--- config.mk ---
export PLATFORM = sky130hd
export DESIGN_NAME = rgbsf_back_flat
export DESIGN_NICKNAME = d
export VERILOG_FILES = /design/src/rtl/rgbsf_pkg.sv /design/src/rtl/rgbsf_if.sv /design/src/rtl/rgbsf_back.sv /design/src/flat_wrapper.sv
export SDC_FILE = /design/constraint.sdc
export NUM_CORES = 1
export LEC_CHECK = 0
export BUFFER_PORTS_ARGS = -buffer_cell sky130_fd_sc_hd__buf_2
export CAP_MARGIN = 20
export CELL_PAD_IN_SITES_DETAIL_PLACEMENT = 1
export CELL_PAD_IN_SITES_GLOBAL_PLACEMENT = 1
export CORE_ASPECT_RATIO = 0.75
export CORE_MARGIN = 5
export CORE_UTILIZATION = 50
export CTS_CLUSTER_DIAMETER = 80
export DETAILED_ROUTE_END_ITERATION = 10
export GPL_ROUTABILITY_DRIVEN = 0
export PLACE_DENSITY_LB_ADDON = 0.1
export SLEW_MARGIN = 30
export SYNTH_ARGS = -nofsm -noshare
export SYNTH_HDL_FRONTEND = slang
export SYNTH_SLANG_ARGS = --single-unit
--- constraint.sdc ---
create_clock -name clk_i -period 5.9 [get_ports clk_i]
set_clock_uncertainty 0.05 [all_clocks]
set_input_delay 0.59 -clock clk_i [delete_from_list [all_inputs] [get_ports clk_i]]
set_output_delay 0.59 -clock clk_i [all_outputs]
set_load 0.02 [all_outputs]
--- src/rtl/rgbsf_pkg.sv ---
// shared types and constants of the rgb three-tap smoothing filter
package rgbsf_pkg;

  localparam int unsigned CH_W      = 8;
  localparam int unsigned NUM_CH    = 3;
  localparam int unsigned COL_W     = 11;
  localparam int unsigned ROW_W     = 11;
  localparam int unsigned CFG_IDX_W = 4;
  localparam int unsigned CFG_DAT_W = 12;
  localparam int unsigned STR_W     = 8;
  localparam int unsigned DIM_W     = 12;
  localparam int unsigned DIV_STEPS = 8;
  localparam int unsigned MIN_DIM   = 3;

  localparam logic [STR_W-1:0] STRENGTH_RST = 8'd1;
  localparam logic [DIM_W-1:0] WIDTH_RST    = 12'd640;
  localparam logic [DIM_W-1:0] HEIGHT_RST   = 12'd480;

  typedef enum logic [CFG_IDX_W-1:0] {
    CFG_STRENGTH  = 4'd0,
    CFG_WIDTH     = 4'd1,
    CFG_HEIGHT    = 4'd2,
    CFG_DIRECTION = 4'd3
  } cfg_idx_e;

  typedef logic [NUM_CH-1:0][CH_W-1:0] pix_t;

  typedef struct packed {
    logic [STR_W-1:0] strength;
    logic [DIM_W-1:0] frame_width;
    logic [DIM_W-1:0] frame_height;
    logic             direction;
  } cfg_t;

  typedef struct packed {
    pix_t p0;
    pix_t p1;
    pix_t p2;
    logic dir;
    logic three;
  } job_t;

endpackage

--- src/rtl/rgbsf_if.sv ---


interface rgbsf_res_if;
  import rgbsf_pkg::*;
  logic             valid;
  logic             ready;
  logic [CH_W-1:0]  out_red;
  logic [CH_W-1:0]  out_green;
  logic [CH_W-1:0]  out_blue;
  logic [COL_W-1:0] out_col;
  logic [ROW_W-1:0] out_row;
  logic             last_of_run;
  modport source (output valid, out_red, out_green, out_blue, out_col, out_row, last_of_run,
                  input ready);
  modport sink (input valid, out_red, out_green, out_blue, out_col, out_row, last_of_run,
                output ready);
endinterface


--- src/rtl/rgbsf_back.sv ---
// back end: weighted sum, radix-2 division and result sequencing
module rgbsf_back import rgbsf_pkg::*; #(
  parameter int unsigned MAX_WIDTH  = 2048,
  parameter int unsigned MAX_HEIGHT = 2048
) (
  input  logic                          clk_i,
  input  logic                          rst_ni,
  input  logic [STR_W-1:0]              strength_i,
  input  logic                          empty_i,
  input  job_t                          job_i,
  input  logic [$clog2(MAX_WIDTH)-1:0]  col_i,
  input  logic [$clog2(MAX_HEIGHT)-1:0] row_i,
  output logic                          pop_o,
  rgbsf_res_if.source                   res_o
);

  localparam int unsigned CW  = $clog2(MAX_WIDTH);
  localparam int unsigned RW  = $clog2(MAX_HEIGHT);
  localparam int unsigned NUM_W = 2 * CH_W;
  localparam int unsigned REM_W = CH_W + 2;
  localparam int unsigned DIV_W = STR_W + 1;
  localparam int unsigned CNT_W = $clog2(DIV_STEPS);

  typedef enum logic [2:0] {
    B_IDLE = 3'b001,
    B_DIV  = 3'b010,
    B_OUT  = 3'b100
  } bstate_e;

  bstate_e state_q, state_d;

  job_t                          job_q;
  logic [CW-1:0]                 col_q;
  logic [RW-1:0]                 row_q;
  logic [DIV_W-1:0]              div_q;
  logic [NUM_CH-1:0][REM_W-1:0]  rem_q;
  logic [NUM_CH-1:0][CH_W-1:0]   low_q;
  logic [CNT_W-1:0]              cnt_q;
  logic [1:0]                    sel_q;

  logic [NUM_CH-1:0][NUM_W-1:0]  num;
  logic [NUM_CH-1:0][REM_W-1:0]  rem_d;
  logic [NUM_CH-1:0][CH_W-1:0]   low_d;
  logic                          out_done;
  pix_t                          out_pix;
  logic [CW-1:0]                 out_c;
  logic [RW-1:0]                 out_r;
  logic                          out_last;

  assign pop_o = (state_q == B_IDLE) && !empty_i;

  always_comb begin
    logic [REM_W-1:0] trial;
    logic [NUM_W-1:0] prod;
    num   = '0;
    rem_d = rem_q;
    low_d = low_q;
    for (int k = 0; k < NUM_CH; k++) begin
      prod   = NUM_W'(strength_i) * NUM_W'(job_i.p0[k]);
      num[k] = prod + NUM_W'(job_i.p1[k]) + NUM_W'(job_i.p2[k]);
      trial  = {rem_q[k][REM_W-2:0], low_q[k][CH_W-1]};
      if (trial >= REM_W'(div_q)) begin
        rem_d[k] = trial - REM_W'(div_q);
        low_d[k] = {low_q[k][CH_W-2:0], 1'b1};
      end else begin
        rem_d[k] = trial;
        low_d[k] = {low_q[k][CH_W-2:0], 1'b0};
      end
    end
  end

  // result order: filtered, then, for the last pixel of a run only, the two passthrough pixels
  always_comb begin
    out_pix  = low_q;
    out_c    = col_q;
    out_r    = row_q;
    out_last = !job_q.three;
    case (sel_q)
      2'd0: begin
        out_pix = low_q;
        if (job_q.dir) out_r = row_q - RW'(2);
        else           out_c = col_q - CW'(2);
        out_last = !job_q.three;
      end
      2'd1: begin
        out_pix = job_q.p1;
        if (job_q.dir) out_r = row_q - RW'(1);
        else           out_c = col_q - CW'(1);
        out_last = 1'b0;
      end
      2'd2: begin
        out_pix  = job_q.p2;
        out_last = 1'b1;
      end
      default: begin
        out_pix  = job_q.p2;
        out_last = 1'b1;
      end
    endcase
  end

  assign res_o.valid       = (state_q == B_OUT);
  assign res_o.out_red     = out_pix[0];
  assign res_o.out_green   = out_pix[1];
  assign res_o.out_blue    = out_pix[2];
  assign res_o.out_col     = COL_W'(out_c);
  assign res_o.out_row     = ROW_W'(out_r);
  assign res_o.last_of_run = out_last;

  assign out_done = res_o.valid && res_o.ready && out_last;

  always_comb begin
    state_d = state_q;
    case (state_q)
      B_IDLE:  if (pop_o) state_d = B_DIV;
      B_DIV:   if (cnt_q == CNT_W'(DIV_STEPS - 1)) state_d = B_OUT;
      B_OUT:   if (out_done) state_d = B_IDLE;
      default: state_d = B_IDLE;
    endcase
  end

  always_ff @(posedge clk_i or negedge rst_ni) begin
    if (!rst_ni) begin
      state_q <= B_IDLE;
      cnt_q   <= '0;
      sel_q   <= '0;
    end else begin
      state_q <= state_d;
      case (state_q)
        B_IDLE: begin
          cnt_q <= '0;
          sel_q <= '0;
        end
        B_DIV: cnt_q <= cnt_q + CNT_W'(1);
        B_OUT: begin
          if (res_o.valid && res_o.ready) begin
            sel_q <= sel_q + 2'd1;
          end
        end
        default: begin
          cnt_q <= '0;
          sel_q <= '0;
        end
      endcase
    end
  end

  always_ff @(posedge clk_i) begin
    if (pop_o) begin
      job_q <= job_i;
      col_q <= col_i;
      row_q <= row_i;
      div_q <= DIV_W'(strength_i) + DIV_W'(2);
      for (int k = 0; k < NUM_CH; k++) begin
        rem_q[k] <= REM_W'(num[k][NUM_W-1:CH_W]);
        low_q[k] <= num[k][CH_W-1:0];
      end
    end else if (state_q == B_DIV) begin
      rem_q <= rem_d;
      low_q <= low_d;
    end
  end

endmodule

--- src/flat_wrapper.sv ---
// flat-port wrapper written by rule: the top's interface ports become plain ports
module rgbsf_back_flat import rgbsf_pkg::*;
#(
  parameter int unsigned MAX_WIDTH  = 2048,
  parameter int unsigned MAX_HEIGHT = 2048
)
  (clk_i, rst_ni, strength_i, empty_i, job_i, col_i, row_i, pop_o, res_o_valid, res_o_out_red, res_o_out_green, res_o_out_blue, res_o_out_col, res_o_out_row, res_o_last_of_run, res_o_ready);
  rgbsf_res_if res_o_i ();
  input  logic clk_i;
  input  logic rst_ni;
  input  logic [STR_W-1:0] strength_i;
  input  logic empty_i;
  input  job_t job_i;
  input  logic [$clog2(MAX_WIDTH)-1:0] col_i;
  input  logic [$clog2(MAX_HEIGHT)-1:0] row_i;
  output logic pop_o;
  output wire logic [$bits(res_o_i.valid)-1:0] res_o_valid;
  output wire logic [$bits(res_o_i.out_red)-1:0] res_o_out_red;
  output wire logic [$bits(res_o_i.out_green)-1:0] res_o_out_green;
  output wire logic [$bits(res_o_i.out_blue)-1:0] res_o_out_blue;
  output wire logic [$bits(res_o_i.out_col)-1:0] res_o_out_col;
  output wire logic [$bits(res_o_i.out_row)-1:0] res_o_out_row;
  output wire logic [$bits(res_o_i.last_of_run)-1:0] res_o_last_of_run;
  input wire logic [$bits(res_o_i.ready)-1:0] res_o_ready;
  assign res_o_valid = res_o_i.valid;
  assign res_o_out_red = res_o_i.out_red;
  assign res_o_out_green = res_o_i.out_green;
  assign res_o_out_blue = res_o_i.out_blue;
  assign res_o_out_col = res_o_i.out_col;
  assign res_o_out_row = res_o_i.out_row;
  assign res_o_last_of_run = res_o_i.last_of_run;
  assign res_o_i.ready = res_o_ready;
  rgbsf_back #(.MAX_WIDTH(MAX_WIDTH), .MAX_HEIGHT(MAX_HEIGHT)) u_core (.clk_i(clk_i), .rst_ni(rst_ni), .strength_i(strength_i), .empty_i(empty_i), .job_i(job_i), .col_i(col_i), .row_i(row_i), .pop_o(pop_o), .res_o(res_o_i));
endmodule
==> summary.md <==
| Metric | Value |
|---|---|
| Async SR Flop Fraction | `0.05714` |
| Global-route wire length before repair | `72.59 mm` |
| Worst slew margin | `0.3464` |
| I/O pin cnt | `~160` |
| Hold Path Depth | `1` |
| H-tree depth | `4` |
| Clk Latency, worst-skew pair | `0.44 ns` |
| CP endpoint kind | `flip-flop` |
| Max-slew violation count | `0` |
| PD cells | `519.5 mW/mm²` |
| CTS tree | `built` |
| Syn_nets | `about 2,000` |
| Wire length per cell | `21.85 µm` |
| Die X | `~210 µm` |
| Final worst-path cycle share | `0.9053` |
| P_int | `4.608 mW` |
| Synth Register Bits | `140` |
| Post-synth EDFFs | `about 130` |
| Max VDD drop | `0.0002305 V` |
| Min Tclk post-route | `5.341 ns` |
| Setup slack, reg-to-reg | `2.53 ns` |
| Reg2Reg Depth | `6` |
| Setup_tns | `0 ns` |
| Row count | `55` |
| Worst-path clk slew | `approximately 0.07 ns` |
| Reg power frac | `0.204` |
| Mapped cell area | `0.01526 mm²` |
| Initial antenna violation count | `2` |
| CTS buffer count | `17` |
| Leak Pwr | `8.146 nW` |
| Max Freq | `0.1872 GHz` |
| Starting DRT DRC Count | `between 900 and 1,000` |
| Root Buffer | `clkbuf_16` |
| Run status | `finished, final reports clean` |
| Part of the power in combinational logic | `0.672` |
| Net Sw Power | `4.265 mW` |
| Core box area | `0.03014 mm²` |
| Count of final setup violators | `0` |
| Reg-to-Reg Start | `u_core.state_q[0]` |
| Post-synthesis sequential area ratio | `0.2709` |
| Final WL | `45.76 mm` |
| Starting Density | `0.5064` |
| YS warnings | `0` |
| Fill cells | `3,405` |
| Full die area | `0.03416 mm²` |
| Largest net degree at the start of global routing | `62` |
| Hold Path Sink | `u_core.row_q[3]` |
| Drc violations | `0` |
| Clock sinks | `140` |
| CP required | `6.01 ns` |
| Post-CTS sizing | `0` |
| Hold_sp | `row_i[3]` |
| Hold_ws | `0.2656 ns` |
| Final antenna-violating net count | `0` |
| Switching Share | `0.4807` |
| Final Hold Vio Count | `0` |
| Gate Count Post-Synth | `between 1,500 and 2,000` |
| Dpl hpwl | `approximately 36 mm` |
| Synth Area per Inst | `around 9.9 µm²` |
| Worst r2r dst | `u_core.rem_q[16]` |
| Gr ovfl total | `0` |
| Clock power frac | `0.124` |
| Layout cells sized above 1 | `0.1411` |
| Worst-Margin Slew | `between 0.9 and 1 ns` |
| Port-buffer cells | `156` |
| HP Class | `input pin to flip-flop` |
| Worst Path Max Fanout | `17` |
| All-layer global routing usage | `0.2711` |
| Distinct cells, synth | `74` |
| Critical Path AT | `5.45 ns` |
| Via count | `11,812` |
| Maximum clock path buffer count | `2` |
| CP Class | `input pin to flip-flop` |
| Total iterations of the first detailed-routing run | `5` |
| Final #Nets | `2,121` |
| Die H | `161.3 µm` |
| # Max-Cap Violations | `0` |
| Startpoint types | `input pin` |
| Drt via density | `5.641` |
| Area Growth Syn to Fin | `11.89%` |
| Vias in the first global route | `12,922` |
| Top_reg_cell synth | `edfxtp_1` |
| RSZ-0062 raised after global routing | `false` |
## worst max-delay path by stage
stage	start	endpoint	slack, ns	cells past startpoint
floorplan	strength_i[6]	u_core.rem_q[14]	0.27	20
global placement	strength_i[5]	u_core.rem_q[14]	0.23	19
detailed placement	strength_i[5]	u_core.rem_q[14]	0.11	19
CTS	strength_i[5]	u_core.rem_q[14]	0.58	19
global route	strength_i[5]	u_core.rem_q[14]	0.30	19
finish	strength_i[5]	u_core.rem_q[14]	0.56	19
## layer usage
metal | vias up | wire length (µm) | part of all wire | GRT usage
met1 | 5997 | 20960 | 0.46 | 0.3844
met3 | 40 | 2804 | 0.061 | 0.05553
li1 | 5472 | - | - | -
met5 | - | 23 | 0.00050 | 0
met4 | 4 | 657 | 0.014 | 0.05677
met2 | 299 | 21310 | 0.47 | 0.4347
## placed cells by master (no fill, tap or decap), types with 5 or more instances in the layout
cell type  instances
and2_1           123
nor2b_1           12
a22oi_1           26
dfrtp_1            7
o22ai_1           23
a22o_1             6
o31ai_1           10
nand2_1          185
o211ai_1           5
ha_1             182
a211oi_1           7
nand2b_1           8
buf_4             19
buf_2            156
fa_1             150
nand3_1           18
o21a_1             6
mux2i_1           25
o21ai_0           48
a21oi_1           42
edfxtp_1         129
nor2_1            56
nor3_1            13
a21o_1            19
clkbuf_16         17
a31oi_1           14
or3_1              5
xnor2_1           39
inv_1            221
xor2_1            27
and3_1             6
## synth_stat cells, types with 7 or more instances
library cell    n  share of area
nor2_1         57          0.014
xnor2_1        39          0.022
or3_1           7         0.0029
o22ai_1        23         0.0094
nand3_1        18         0.0059
and2_1        123          0.050
ha_1          182           0.15
nor3_1         13         0.0043
a211oi_1        7         0.0034
clkbuf_1       43          0.011
dfrtp_1         7          0.011
a22oi_1        26          0.013
nand2_1       185          0.045
o21ai_0        48          0.016
edfxtp_1      129           0.25
xor2_1         27          0.015
o31ai_1        10         0.0049
a21oi_1        42          0.014
mux2i_1        25          0.016
a31oi_1        14         0.0057
inv_1         223          0.055
nor2b_1        12         0.0049
nand2b_1        8         0.0033
a21o_1         19         0.0093
fa_1          150           0.20
## worst max-delay path, cell delays in order
cell	delay [ns]
buf_2	0.34
nand2_1	0.13
fa_1	0.50
inv_1	0.06
fa_1	0.51
inv_1	0.06
fa_1	0.53
inv_1	0.05
fa_1	0.47
inv_1	0.05
fa_1	0.47
inv_1	0.04
ha_1	0.32
o211a_1	0.15
a211oi_2	0.39
o21ba_2	0.25
a311oi_2	0.28
xor2_1	0.18
o22ai_1	0.09
## registers in the layout, indices dropped and copies added, names as in the netlist
| signal | count |
|---|---|
| u_core.rem_q | 27 |
| u_core.sel_q | 2 |
| u_core.job_q | 50 |
| u_core.low_q | 24 |
| u_core.cnt_q | 3 |
| u_core.row_q | 11 |
| u_core.div_q | 9 |
| u_core.col_q | 11 |
| u_core.state_q | 3 |
## area by class of cell
cell class                 count  area, µm²  area share
antenna                        1      2.502   0.0001465
timing repair buffer         176      933.4     0.05465
inverter                     224      844.6     0.04945
sequential                   140       4135      0.2421
clock inverter                15      157.7    0.009231
tap                          399      499.2     0.02923
clock buffer                  17      425.4     0.02491
multi-input combinational   1122      10080      0.5903
## cell families after synthesis
family	after synthesis	share of synthesized area
AOI/OAI and AO/OA	252	0.1157
xor gates and xnor gates	66	0.03787
adders and majority gates	332	0.3459
buffers and inverters	276	0.06894
DFF	140	0.2709
muxes	25	0.01639
and+or+nand+nor	447	0.1443
## through the flow
step                      instances    util  power (mW)  instance area [µm²]  setup slack (ns)
after global routing           2093  0.5665       9.610                17080            0.2952
after floorplan                1538       -       6.113                15260            0.2704
after global placement         2060  0.5468       7.435                16480            0.2331
final                          2094  0.5666       8.873                17080            0.5588
after CTS                      2093  0.5665       8.869                17080            0.5831
after detailed placement       2060  0.5468       7.660                16480            0.1149
## power groups by stage
stage,clock network (mW),registers (mW),logic [mW]
after floorplan,0,1.73,4.39
after global placement,0,1.80,5.63
after detailed placement,0,1.82,5.84
after CTS,1.12,1.80,5.95
after global routing,1.16,1.84,6.61
final,1.10,1.81,5.96
## repair_timing
item	CTS	global route
hold buffers	1	0
endpoints found under the hold margin	7	0
buffers inserted	0	0
Power figures use the tool's default switching activity.
