[config.mk]
export PLATFORM = sky130hd
export DESIGN_NAME = rgbsf_fifo
export DESIGN_NICKNAME = d
export VERILOG_FILES = /design/src/rtl/rgbsf_fifo.sv
export SDC_FILE = /design/constraint.sdc
export NUM_CORES = 1
export LEC_CHECK = 0
export ABC_AREA = 1
export BUFFER_PORTS_ARGS = -buffer_cell sky130_fd_sc_hd__buf_2
export CAP_MARGIN = 15
export CORE_UTILIZATION = 30
export CTS_BUF_LIST = sky130_fd_sc_hd__clkbuf_4 sky130_fd_sc_hd__clkbuf_8
export CTS_CLUSTER_DIAMETER = 150
export CTS_CLUSTER_SIZE = 20
export DETAILED_ROUTE_END_ITERATION = 16
export GPL_TIMING_DRIVEN = 0
export PLACE_DENSITY = 0.6
export SYNTH_ARGS = -nofsm -noshare
export SYNTH_HDL_FRONTEND = slang
export SYNTH_SLANG_ARGS = --single-unit
[constraint.sdc]
create_clock -name clk_i -period 4.9 [get_ports clk_i]
set_clock_uncertainty 0.05 [all_clocks]
set_input_delay 0 -clock clk_i [delete_from_list [all_inputs] [get_ports clk_i]]
set_output_delay 0 -clock clk_i [all_outputs]
set_load 0.005 [all_outputs]
[src/rtl/rgbsf_fifo.sv]
// short job queue between front and back end
module rgbsf_fifo #(
  parameter int unsigned WIDTH = 80,
  parameter int unsigned DEPTH = 2
) (
  input  logic             clk_i,
  input  logic             rst_ni,
  input  logic             push_i,
  input  logic [WIDTH-1:0] data_i,
  output logic             full_o,
  input  logic             pop_i,
  output logic [WIDTH-1:0] data_o,
  output logic             empty_o
);

  localparam int unsigned PW = (DEPTH > 1) ? $clog2(DEPTH) : 1;
  localparam int unsigned NW = $clog2(DEPTH + 1);

  logic [WIDTH-1:0] mem_q [DEPTH];
  logic [PW-1:0]    wr_ptr_q, rd_ptr_q;
  logic [NW-1:0]    count_q;

  assign full_o  = (count_q == NW'(DEPTH));
  assign empty_o = (count_q == '0);
  assign data_o  = mem_q[rd_ptr_q];

  always_ff @(posedge clk_i or negedge rst_ni) begin
    if (!rst_ni) begin
      wr_ptr_q <= '0;
      rd_ptr_q <= '0;
      count_q  <= '0;
    end else begin
      if (push_i) begin
        wr_ptr_q <= (wr_ptr_q == PW'(DEPTH - 1)) ? '0 : wr_ptr_q + PW'(1);
      end
      if (pop_i) begin
        rd_ptr_q <= (rd_ptr_q == PW'(DEPTH - 1)) ? '0 : rd_ptr_q + PW'(1);
      end
      if (push_i && !pop_i) begin
        count_q <= count_q + NW'(1);
      end else if (pop_i && !push_i) begin
        count_q <= count_q - NW'(1);
      end
    end
  end

  always_ff @(posedge clk_i) begin
    if (push_i) begin
      mem_q[wr_ptr_q] <= data_i;
    end
  end

endmodule

==> summary.txt, run 1 <==
worst-path cell chain: nor2_4, buf_12, buf_16
Crit-path slowest cell: nor2_4
Switch Pwr: 0.00126 W
Root Buffer: clkbuf_8
Max clock buf depth: 2
Final setup viols: 0
Clk Latency, worst-skew pair: 0.44 ns
routability cong.: 0.735
syn_nets: 359
Syn-to-layout area delta: 39.8%
gr ovfl total: 0
number of global-route vias before repair: 3,799
layout cell share with drive strength beyond 1: 0.522
CP required: 5.00 ns
synthesized area per cell: 23.3 um2
Die ar.: 21,900 um2
DRC: 0
synthesized flop and latch total: 164
Worst slew margin: 0.610
Ports: 166
H-tree depth: 4
fin crit share: 0.356
post-synth top area share: 0.753
top cells by area, synth: edfxtp_1, mux2_4, buf_12, dfrtp_1, inv_1
leakage power: 3.61 nW
RSZ-0062 raised after global routing: false
Final Critical Period: 1.74 ns
vias per cell: 4.16
sequential cell fraction of total power: 0.425
CTS buffer count: 17
Clock Power Share: 0.230
pin count of the biggest net entering global routing: 43
fin area: 8920 um2
Fmax: 574 MHz
Initial Util: 0.310
logic gate share of total power: 0.344
CTS Sinks: 164
GRT Total Usage: 0.117
CTS tree: yes
Slew Limit Fails: 0
initial antenna violation count: 0
Internal: 0.00328 W
diode count: 0
Fin Setup TNS: 0 ns
core area: 20,600 um2
Worst path max stage delay: 0.48 ns
crit path kind: reg2reg
crit path max fanout: 25
Die Wd: 148 um
worst min path class: in2reg
first-pass GRT wire length: 19,100 um
cell area power density: 509 nW/um2
switch share: 0.278
Tightest Pin Transition: 0.585 ns
post-synthesis sequential area ratio: 0.769
# rows: 52
maximum vdd drop: 0.251 mV
run status: finished, final reports clean
CP arrival: 1.84 ns
DR vias: 3,452
die height: 148 um
max_cap viols: 0
drt pass-1 iters: 4
Post-DRT Antenna Nets: 0
Final nets: 631
Clock transition at path regs: 0.09 ns
1st-iter DRT viols: 110
Warnings, synthesis: 0
post-CTS sizing: 0
Critical Path Source Type: register
Mapped Cells: 274
Synth Cell Area: 6380 um2
IO buf count: 165
dpl cell area: 7650 um2
post-synth cell types: 14
DP Wirelength: 8200 um
CP Capture Type: register
leading area contributor after synthesis: edfxtp_1
WL/cell: 14.9 um
final hold vios: 0
Post-Route WL: 12,300 um
R2R setup slack: 3.16 ns
==> placed cells by master (no fill, tap or decap), types with 3 or more instances in the layout <==
cell type / instances
buf_12: 10
buf_2: 165
bufinv_16: 3
clkbuf_8: 17
dfrtp_1: 4
dlygate4sd3_1: 84
edfxtp_1: 160
inv_1: 6
inv_6: 3
inv_8: 3
mux2_4: 79
nand2_1: 5
==> registers in the layout (all words and copies together) (netlist names) <==
signal and count:
wr_ptr_q 1, rd_ptr_q 1, mem_q 160, count_q 2
==> critical path, delay by kind of cell, from the launching register on <==
family	cells	cell delay (ns)
buf+inv	2	0.45
flops	1	0.44
simple gates	1	0.48
==> final cells by class <==
type                            count  area [um2]
Clock buffer                       17         234
Sequential cell                   164        4900
Multi-Input combinational cell     94        1280
Fill cell                        1847       11600
Timing Repair Buffer              253        1760
Buffer                              9         171
Inverter                            7        28.8
Clock inverter                     15         193
Tap cell                          270         338
==> power by group through the flow <==
stage	registers [W]	clock network, W	logic (W)
CTS	0.00194	0.00109	0.00160
detailed placement	0.00197	0	0.00155
finish	0.00193	0.00105	0.00156
global placement	0.00200	0	0.00147
global route	0.00196	0.00113	0.00168
floorplan	0.00197	0	0.000999
==> worst paths after layout <==
kind                            start           end  cells past startpoint
setup / recovery             wr_ptr_q  mem_q[0][12]                      3
hold / removal                  pop_i      rd_ptr_q                      3
setup reg to reg             wr_ptr_q  mem_q[0][12]                      3
hold reg to reg            count_q[1]    count_q[1]                      2
max in group asynchronous      rst_ni      wr_ptr_q                      3
min in group asynchronous      rst_ni    count_q[0]                      3
==> metrics by stage <==
| stage | hold WS (ns) | setup WS (ns) | utilization | instances | power [W] |
|---|---|---|---|---|---|
| after detailed placement | -0.237 | 3.13 | 0.372 | 713 | 0.00351 |
| after floorplan | -0.346 | 0.581 | - | 274 | 0.00297 |
| after global placement | -0.241 | -1.42 | 0.367 | 709 | 0.00346 |
| after global routing | 0.187 | 3.03 | 0.434 | 829 | 0.00477 |
| after CTS | 0.172 | 3.10 | 0.434 | 829 | 0.00463 |
| final | 0.220 | 3.16 | 0.434 | 829 | 0.00454 |
==> routing by layer <==
layer  part of all wire  global-route usage
met5                  0                   0
met2               0.52               0.209
met1               0.41               0.131
met3              0.054              0.0312
met4              0.014              0.0464
==> cell families (layout without fill, tap and decap cells) <==
| kind of cell | after synthesis | after routing | share of synthesized area |
|---|---|---|---|
| mux | 80 | 80 | 0.188 |
| fa+ha+maj | 1 | 1 | 0.00196 |
| simple gates | 10 | 10 | 0.00647 |
| flops | 164 | 164 | 0.769 |
| xor+xnor | 3 | 3 | 0.00412 |
| buf+inv | 16 | 301 | 0.0310 |
==> synthesized netlist by cell type, drive strengths merged <==
master / n
inv: 7
ha: 1
buf: 9
nand3: 1
nor2: 3
xor2: 2
nand2: 5
nand4: 1
edfxtp: 160
dfrtp: 4
mux2: 80
xnor2: 1
==> timing repair <==
item / CTS / global route
buffers inserted: 0 / 0
hold endpoints to repair: 178 / 0
hold buffers: 84 / 0
Note: power is estimated with default switching activity, not from simulation.
==> inputs of run 2 (changes only) <==
- clock period: 4.9 -> 1.65 ns (I/O delays scaled with it)
==> run 2 against run 1 <==
Compared with the run above: the run now ends with setup timing left; register-to-register slack worse by 3.0 ns; final area increased by 5.7%; final cell count is 0.12% higher; combinational power rose to 3.7 times the previous value; worst hold slack better by 0.0062 ns; utilization grew 2.5 points; die area stayed put; critical path type is now reg2out; largest power group unchanged.
==> summary.txt, run 2 (synthesis results as in run 1) <==
run status: finished with violations
failing checks: setup timing
Most flops, register: mem_q
maximum vdd drop: 0.716 mV
Tightest Pin Transition: 0.657 ns
layout cell share with drive strength beyond 1: 0.521
DP Wirelength: 7820 um
commonest non-fill, non-tap cells in the layout: edfxtp_1, buf_2, dlygate4sd3_1
vias per cell: 4.11
routability cong.: 0.674
RSZ-0062 raised after global routing: true
switch share: 0.260
diode count: 0
max FFs per register: 160
Final Critical Period: 1.68 ns
final core occ: 0.458
top flop regs: mem_q: 160 flops, count_q: 2 flops
initial antenna violation count: 0
Post-DRT Antenna Nets: 0
Clk Latency, worst-skew pair: 0.44 ns
Post-Route WL: 12,400 um
Ports: 166
Fmax: 596 MHz
Final nets: 632
GRT Total Usage: 0.117
Slew Limit Fails: 0
DRC: 0
Fin Setup TNS: -0.327 ns
fin crit share: 1.02
most used cell, CP: buf_12
CP arrival: 1.63 ns
final hold vios: 0
min-delay src: data_i[37]
Initial Util: 0.310
first-pass GRT wire length: 19,300 um
reg2reg start: wr_ptr_q
Internal: 0.0109 W
worst min path class: in2reg
WL/cell: 15.0 um
Place WS: -0.0786 ns
core area: 20,600 um2
delay-heaviest family, CP: buffers and inverters
cell area power density: 1560 nW/um2
WP buf/inv: 3
most common library cell in the layout ignoring fill and taps: edfxtp_1
gr ovfl total: 0
worst setup margin: -0.0279 ns
logic gate share of total power: 0.388
1st-iter DRT viols: 91
Die ar.: 21,900 um2
IO buf count: 165
Syn-to-layout area delta: 47.7%
pin count of the biggest net entering global routing: 41
drt pass-1 iters: 5
die height: 148 um
postcts setup bufs: 0
worst-path cell chain: buf_12, buf_12, mux2_4, buf_2
# rows: 52
final hold slack: 0.226 ns
DR vias: 3,412
Worst path max stage delay: 0.38 ns
crit path kind: reg2out
CP Capture Type: output port
H-tree depth: 4
Worst slew margin: 0.562
CP required: 1.60 ns
Max clock buf depth: 2
CTS Sinks: 164
CTS buffer count: 17
Critical Path Source Type: register
Clock Power Share: 0.222
number of global-route vias before repair: 3,786
CTS tree: yes
leakage power: 3.79 nW
Switch Pwr: 0.00382 W
max_cap viols: 0
Crit-path slowest cell: dfrtp_1
Clock transition at path regs: 0.09 ns
crit path max fanout: 10
Die Wd: 148 um
Root Buffer: clkbuf_8
CP startpoint: rd_ptr_q
Final setup viols: 43
sequential cell fraction of total power: 0.390
run 2: cell count changes in the layout (fill, tap and decap cells not counted), sizes merged:
cell / before / now
inv: 13 / 8
clkbuf: 17 / 18
nor2: 3 / 4
bufinv: 3 / 5
clkinvlp: 2 / 1
clkinv: 4 / 7
run 2: through the flow:
step | instances | area [um2] | total power (W)
floorplan | 274 | 6390 | 0.00878
global placement | 709 | 7560 | 0.0102
detailed placement | 713 | 7640 | 0.0104
CTS | 830 | 9400 | 0.0149
global route | 830 | 9420 | 0.0154
finish | 830 | 9420 | 0.0147
run 2: area by class of cell:
class	count	area (um2)
fillers	1806	11100
flip-flops and latches	164	4900
repair buffers	253	2230
multi-input cells	95	1290
well taps	270	338
clock buffers	18	241
clock inverters	14	208
plain buffers	9	180
inverters	7	30.0
run 2: worst paths after layout:
path / to / slack (ns) / cells past startpoint
setup reg to reg: mem_q[0][71] / 0.12 / 2
setup / recovery: data_o[23] / -0.03 / 4
min in group asynchronous: count_q[0] / 0.39 / 3
hold / removal: mem_q[0][37] / 0.23 / 2
hold reg to reg: count_q[1] / 0.47 / 2
max in group asynchronous: wr_ptr_q / 1.00 / 3
run 2: power by group through the flow:
stage	clock network, W	registers, W	logic, W
final	0.00326	0.00574	0.00572
after global routing	0.00351	0.00582	0.00608
after CTS	0.00339	0.00575	0.00578
after detailed placement	0	0.00583	0.00456
after global placement	0	0.00585	0.00437
after floorplan	0	0.00580	0.00298
run 2: metal layers:
metal | up-vias | GRT usage | share of wire
li1 | 1622 | - | -
met1 | 1675 | 0.127 | 0.41
met2 | 106 | 0.217 | 0.53
met3 | 9 | 0.0373 | 0.048
met4 | 0 | 0.0371 | 0.0090
met5 | - | 0 | 0
run 2: timing repair:
item / in CTS / in global routing
pin swaps: 1 / 0
hold buffers: 84 / 0
endpoints found under the hold margin: 167 / 0
resized for setup: 75 / 4
endpoints found under the setup margin: 141 / 79
cloned: 1 / 0
==> inputs of run 3 (changes only) <==
- CORE_UTILIZATION: 30 -> 40
- PLACE_DENSITY: 0.6 -> 0.73
==> run 3 against run 2 <==
Compared with the run above: largest cell class unchanged; highest routed layer unchanged; combinational power is essentially flat; register-to-register slack better by 0.03 ns; power fell by 1.8%; final area is 1.1% lower; final cell count decreased by 7.2%; routed wire length increased by 2.8%; fmax up 1.5%; critical endpoint is now data_o[20]; via count up 1.3%; the flow still finishes with violations (setup timing); critical path depth did not move; global-route usage rose by 4.2 points.
==> summary.txt, run 3 (synthesis results as in run 1) <==
die height: 128 um
cell area power density: 1550 nW/um2
gr ovfl total: 0
routability cong.: 0.637
R2R setup slack: 0.15 ns
Ports: 166
WL/cell: 16.6 um
CP Capture Type: output port
top flop regs: mem_q: 160 flops, count_q: 2 flops
Initial Util: 0.415
1st-iter DRT viols: 152
CTS tree: yes
run status: finished with violations
max FFs per register: 160
Max clock buf depth: 2
number of global-route vias before repair: 3,791
Tightest Pin Transition: 0.550 ns
multi-input combinational cell area: 1290 um2
dpl cell area: 7560 um2
fin crit share: 1.00
final hold vios: 0
initial antenna violation count: 0
GRT Total Usage: 0.160
maximum vdd drop: 0.878 mV
RSZ-0062 raised after global routing: true
CP arrival: 1.60 ns
Inst Count DP: 654
max_cap viols: 0
Final Critical Period: 1.65 ns
# rows: 45
worst min path class: in2reg
postcts setup bufs: 0
core area: 15,400 um2
Fin Setup TNS: -0.00323 ns
Place WS: -0.0303 ns
Fmax: 605 MHz
Critical Path Source Type: register
Worst slew margin: 0.633
final non-filler cell total: 770
CP required: 1.60 ns
pin count of the biggest net entering global routing: 42
commonest non-fill, non-tap cells in the layout: edfxtp_1, buf_2, dlygate4sd3_1
Die ar.: 16,500 um2
fin area: 9320 um2
worst setup margin: -0.00323 ns
Root Buffer: clkbuf_8
vias per cell: 4.49
H-tree depth: 4
failing checks: setup timing
layout cell share with drive strength beyond 1: 0.526
FILL cells: 1,134
Post-Route WL: 12,800 um
Most flops, register: mem_q
first-pass GRT wire length: 19,200 um
Slew Limit Fails: 0
drt pass-1 iters: 4
Die Wd: 128 um
Syn-to-layout area delta: 46.0%
most common library cell in the layout ignoring fill and taps: edfxtp_1
crit path max fanout: 10
Post-DRT Antenna Nets: 0
total power draw: 0.0145 W
crit path kind: reg2out
Final nets: 632
Clk Latency, worst-skew pair: 0.45 ns
DRC: 0
DR vias: 3,458
CTS buffer count: 17
leakage power: 3.77 nW
IO buf count: 165
Final setup viols: 1
CTS Sinks: 164
Reg area: 4910 um2
Clock transition at path regs: 0.08 ns
DP Wirelength: 7350 um
diode count: 0
==> run 3: cell count changes in the layout (fill, tap and decap cells not counted), moves of 2 or more <==
cell | previous run | this run
bufinv_16 | 5 | 3
buf_6 | 77 | 79
clkinv_1 | 2 | 0
clkbuf_4 | 1 | 5
buf_2 | 88 | 86
==> run 3: path summary, 6_finish.rpt <==
path	startpoint	end	depth (start not counted)
min in group asynchronous	rst_ni	count_q[0]	3
worst min-delay path	data_i[38]	mem_q[0][38]	2
worst max register to register	wr_ptr_q	mem_q[1][71]	4
worst min register to register	wr_ptr_q	wr_ptr_q	1
worst max-delay path	rd_ptr_q	data_o[20]	4
max in group asynchronous	rst_ni	wr_ptr_q	3
==> run 3: final cells by class <==
| cell class | instances | area share |
|---|---|---|
| Timing Repair Buffer | 253 | 0.241 |
| Sequential cell | 164 | 0.527 |
| Clock inverter | 9 | 0.0140 |
| Clock buffer | 22 | 0.0291 |
| Inverter | 7 | 0.00322 |
| Multi-Input combinational cell | 95 | 0.139 |
| Buffer | 9 | 0.0193 |
| Tap cell | 211 | 0.0283 |
==> run 3: power breakdown <==
part	internal [W]	switching (W)	total (W)
combinational	0.00359	0.00215	0.00574
sequential	0.00552	0.000254	0.00577
clock	0.00157	0.00137	0.00294
==> run 3: worst max-delay path: stages, from the launching register on <==
cell	delay [ns]
dfrtp_1	0.37
buf_12	0.18
buf_12	0.16
mux2_4	0.32
buf_6	0.12
==> run 3: stage by stage <==
stage / util / hold slack, ns
4_1_cts: 0.604 / 0.183
3_3_place_gp: 0.487 / -0.240
3_5_place_dp: 0.492 / -0.236
2_1_floorplan: - / -0.346
5_1_grt: 0.606 / 0.183
6_report: 0.606 / 0.220
==> run 3: timing repair <==
item	4_1_cts	5_1_grt
setup endpoints to repair	140	119
pin swaps	1	0
gates cloned	1	0
gates resized for setup	75	7
hold endpoints to repair	167	0
hold buffers	84	0
==> run 3: routing by layer <==
| layer | part of all wire | GRT usage |
|---|---|---|
| met5 | 0 | 0 |
| met4 | 0.013 | 0.0519 |
| met3 | 0.059 | 0.0597 |
| met2 | 0.55 | 0.289 |
| met1 | 0.38 | 0.171 |
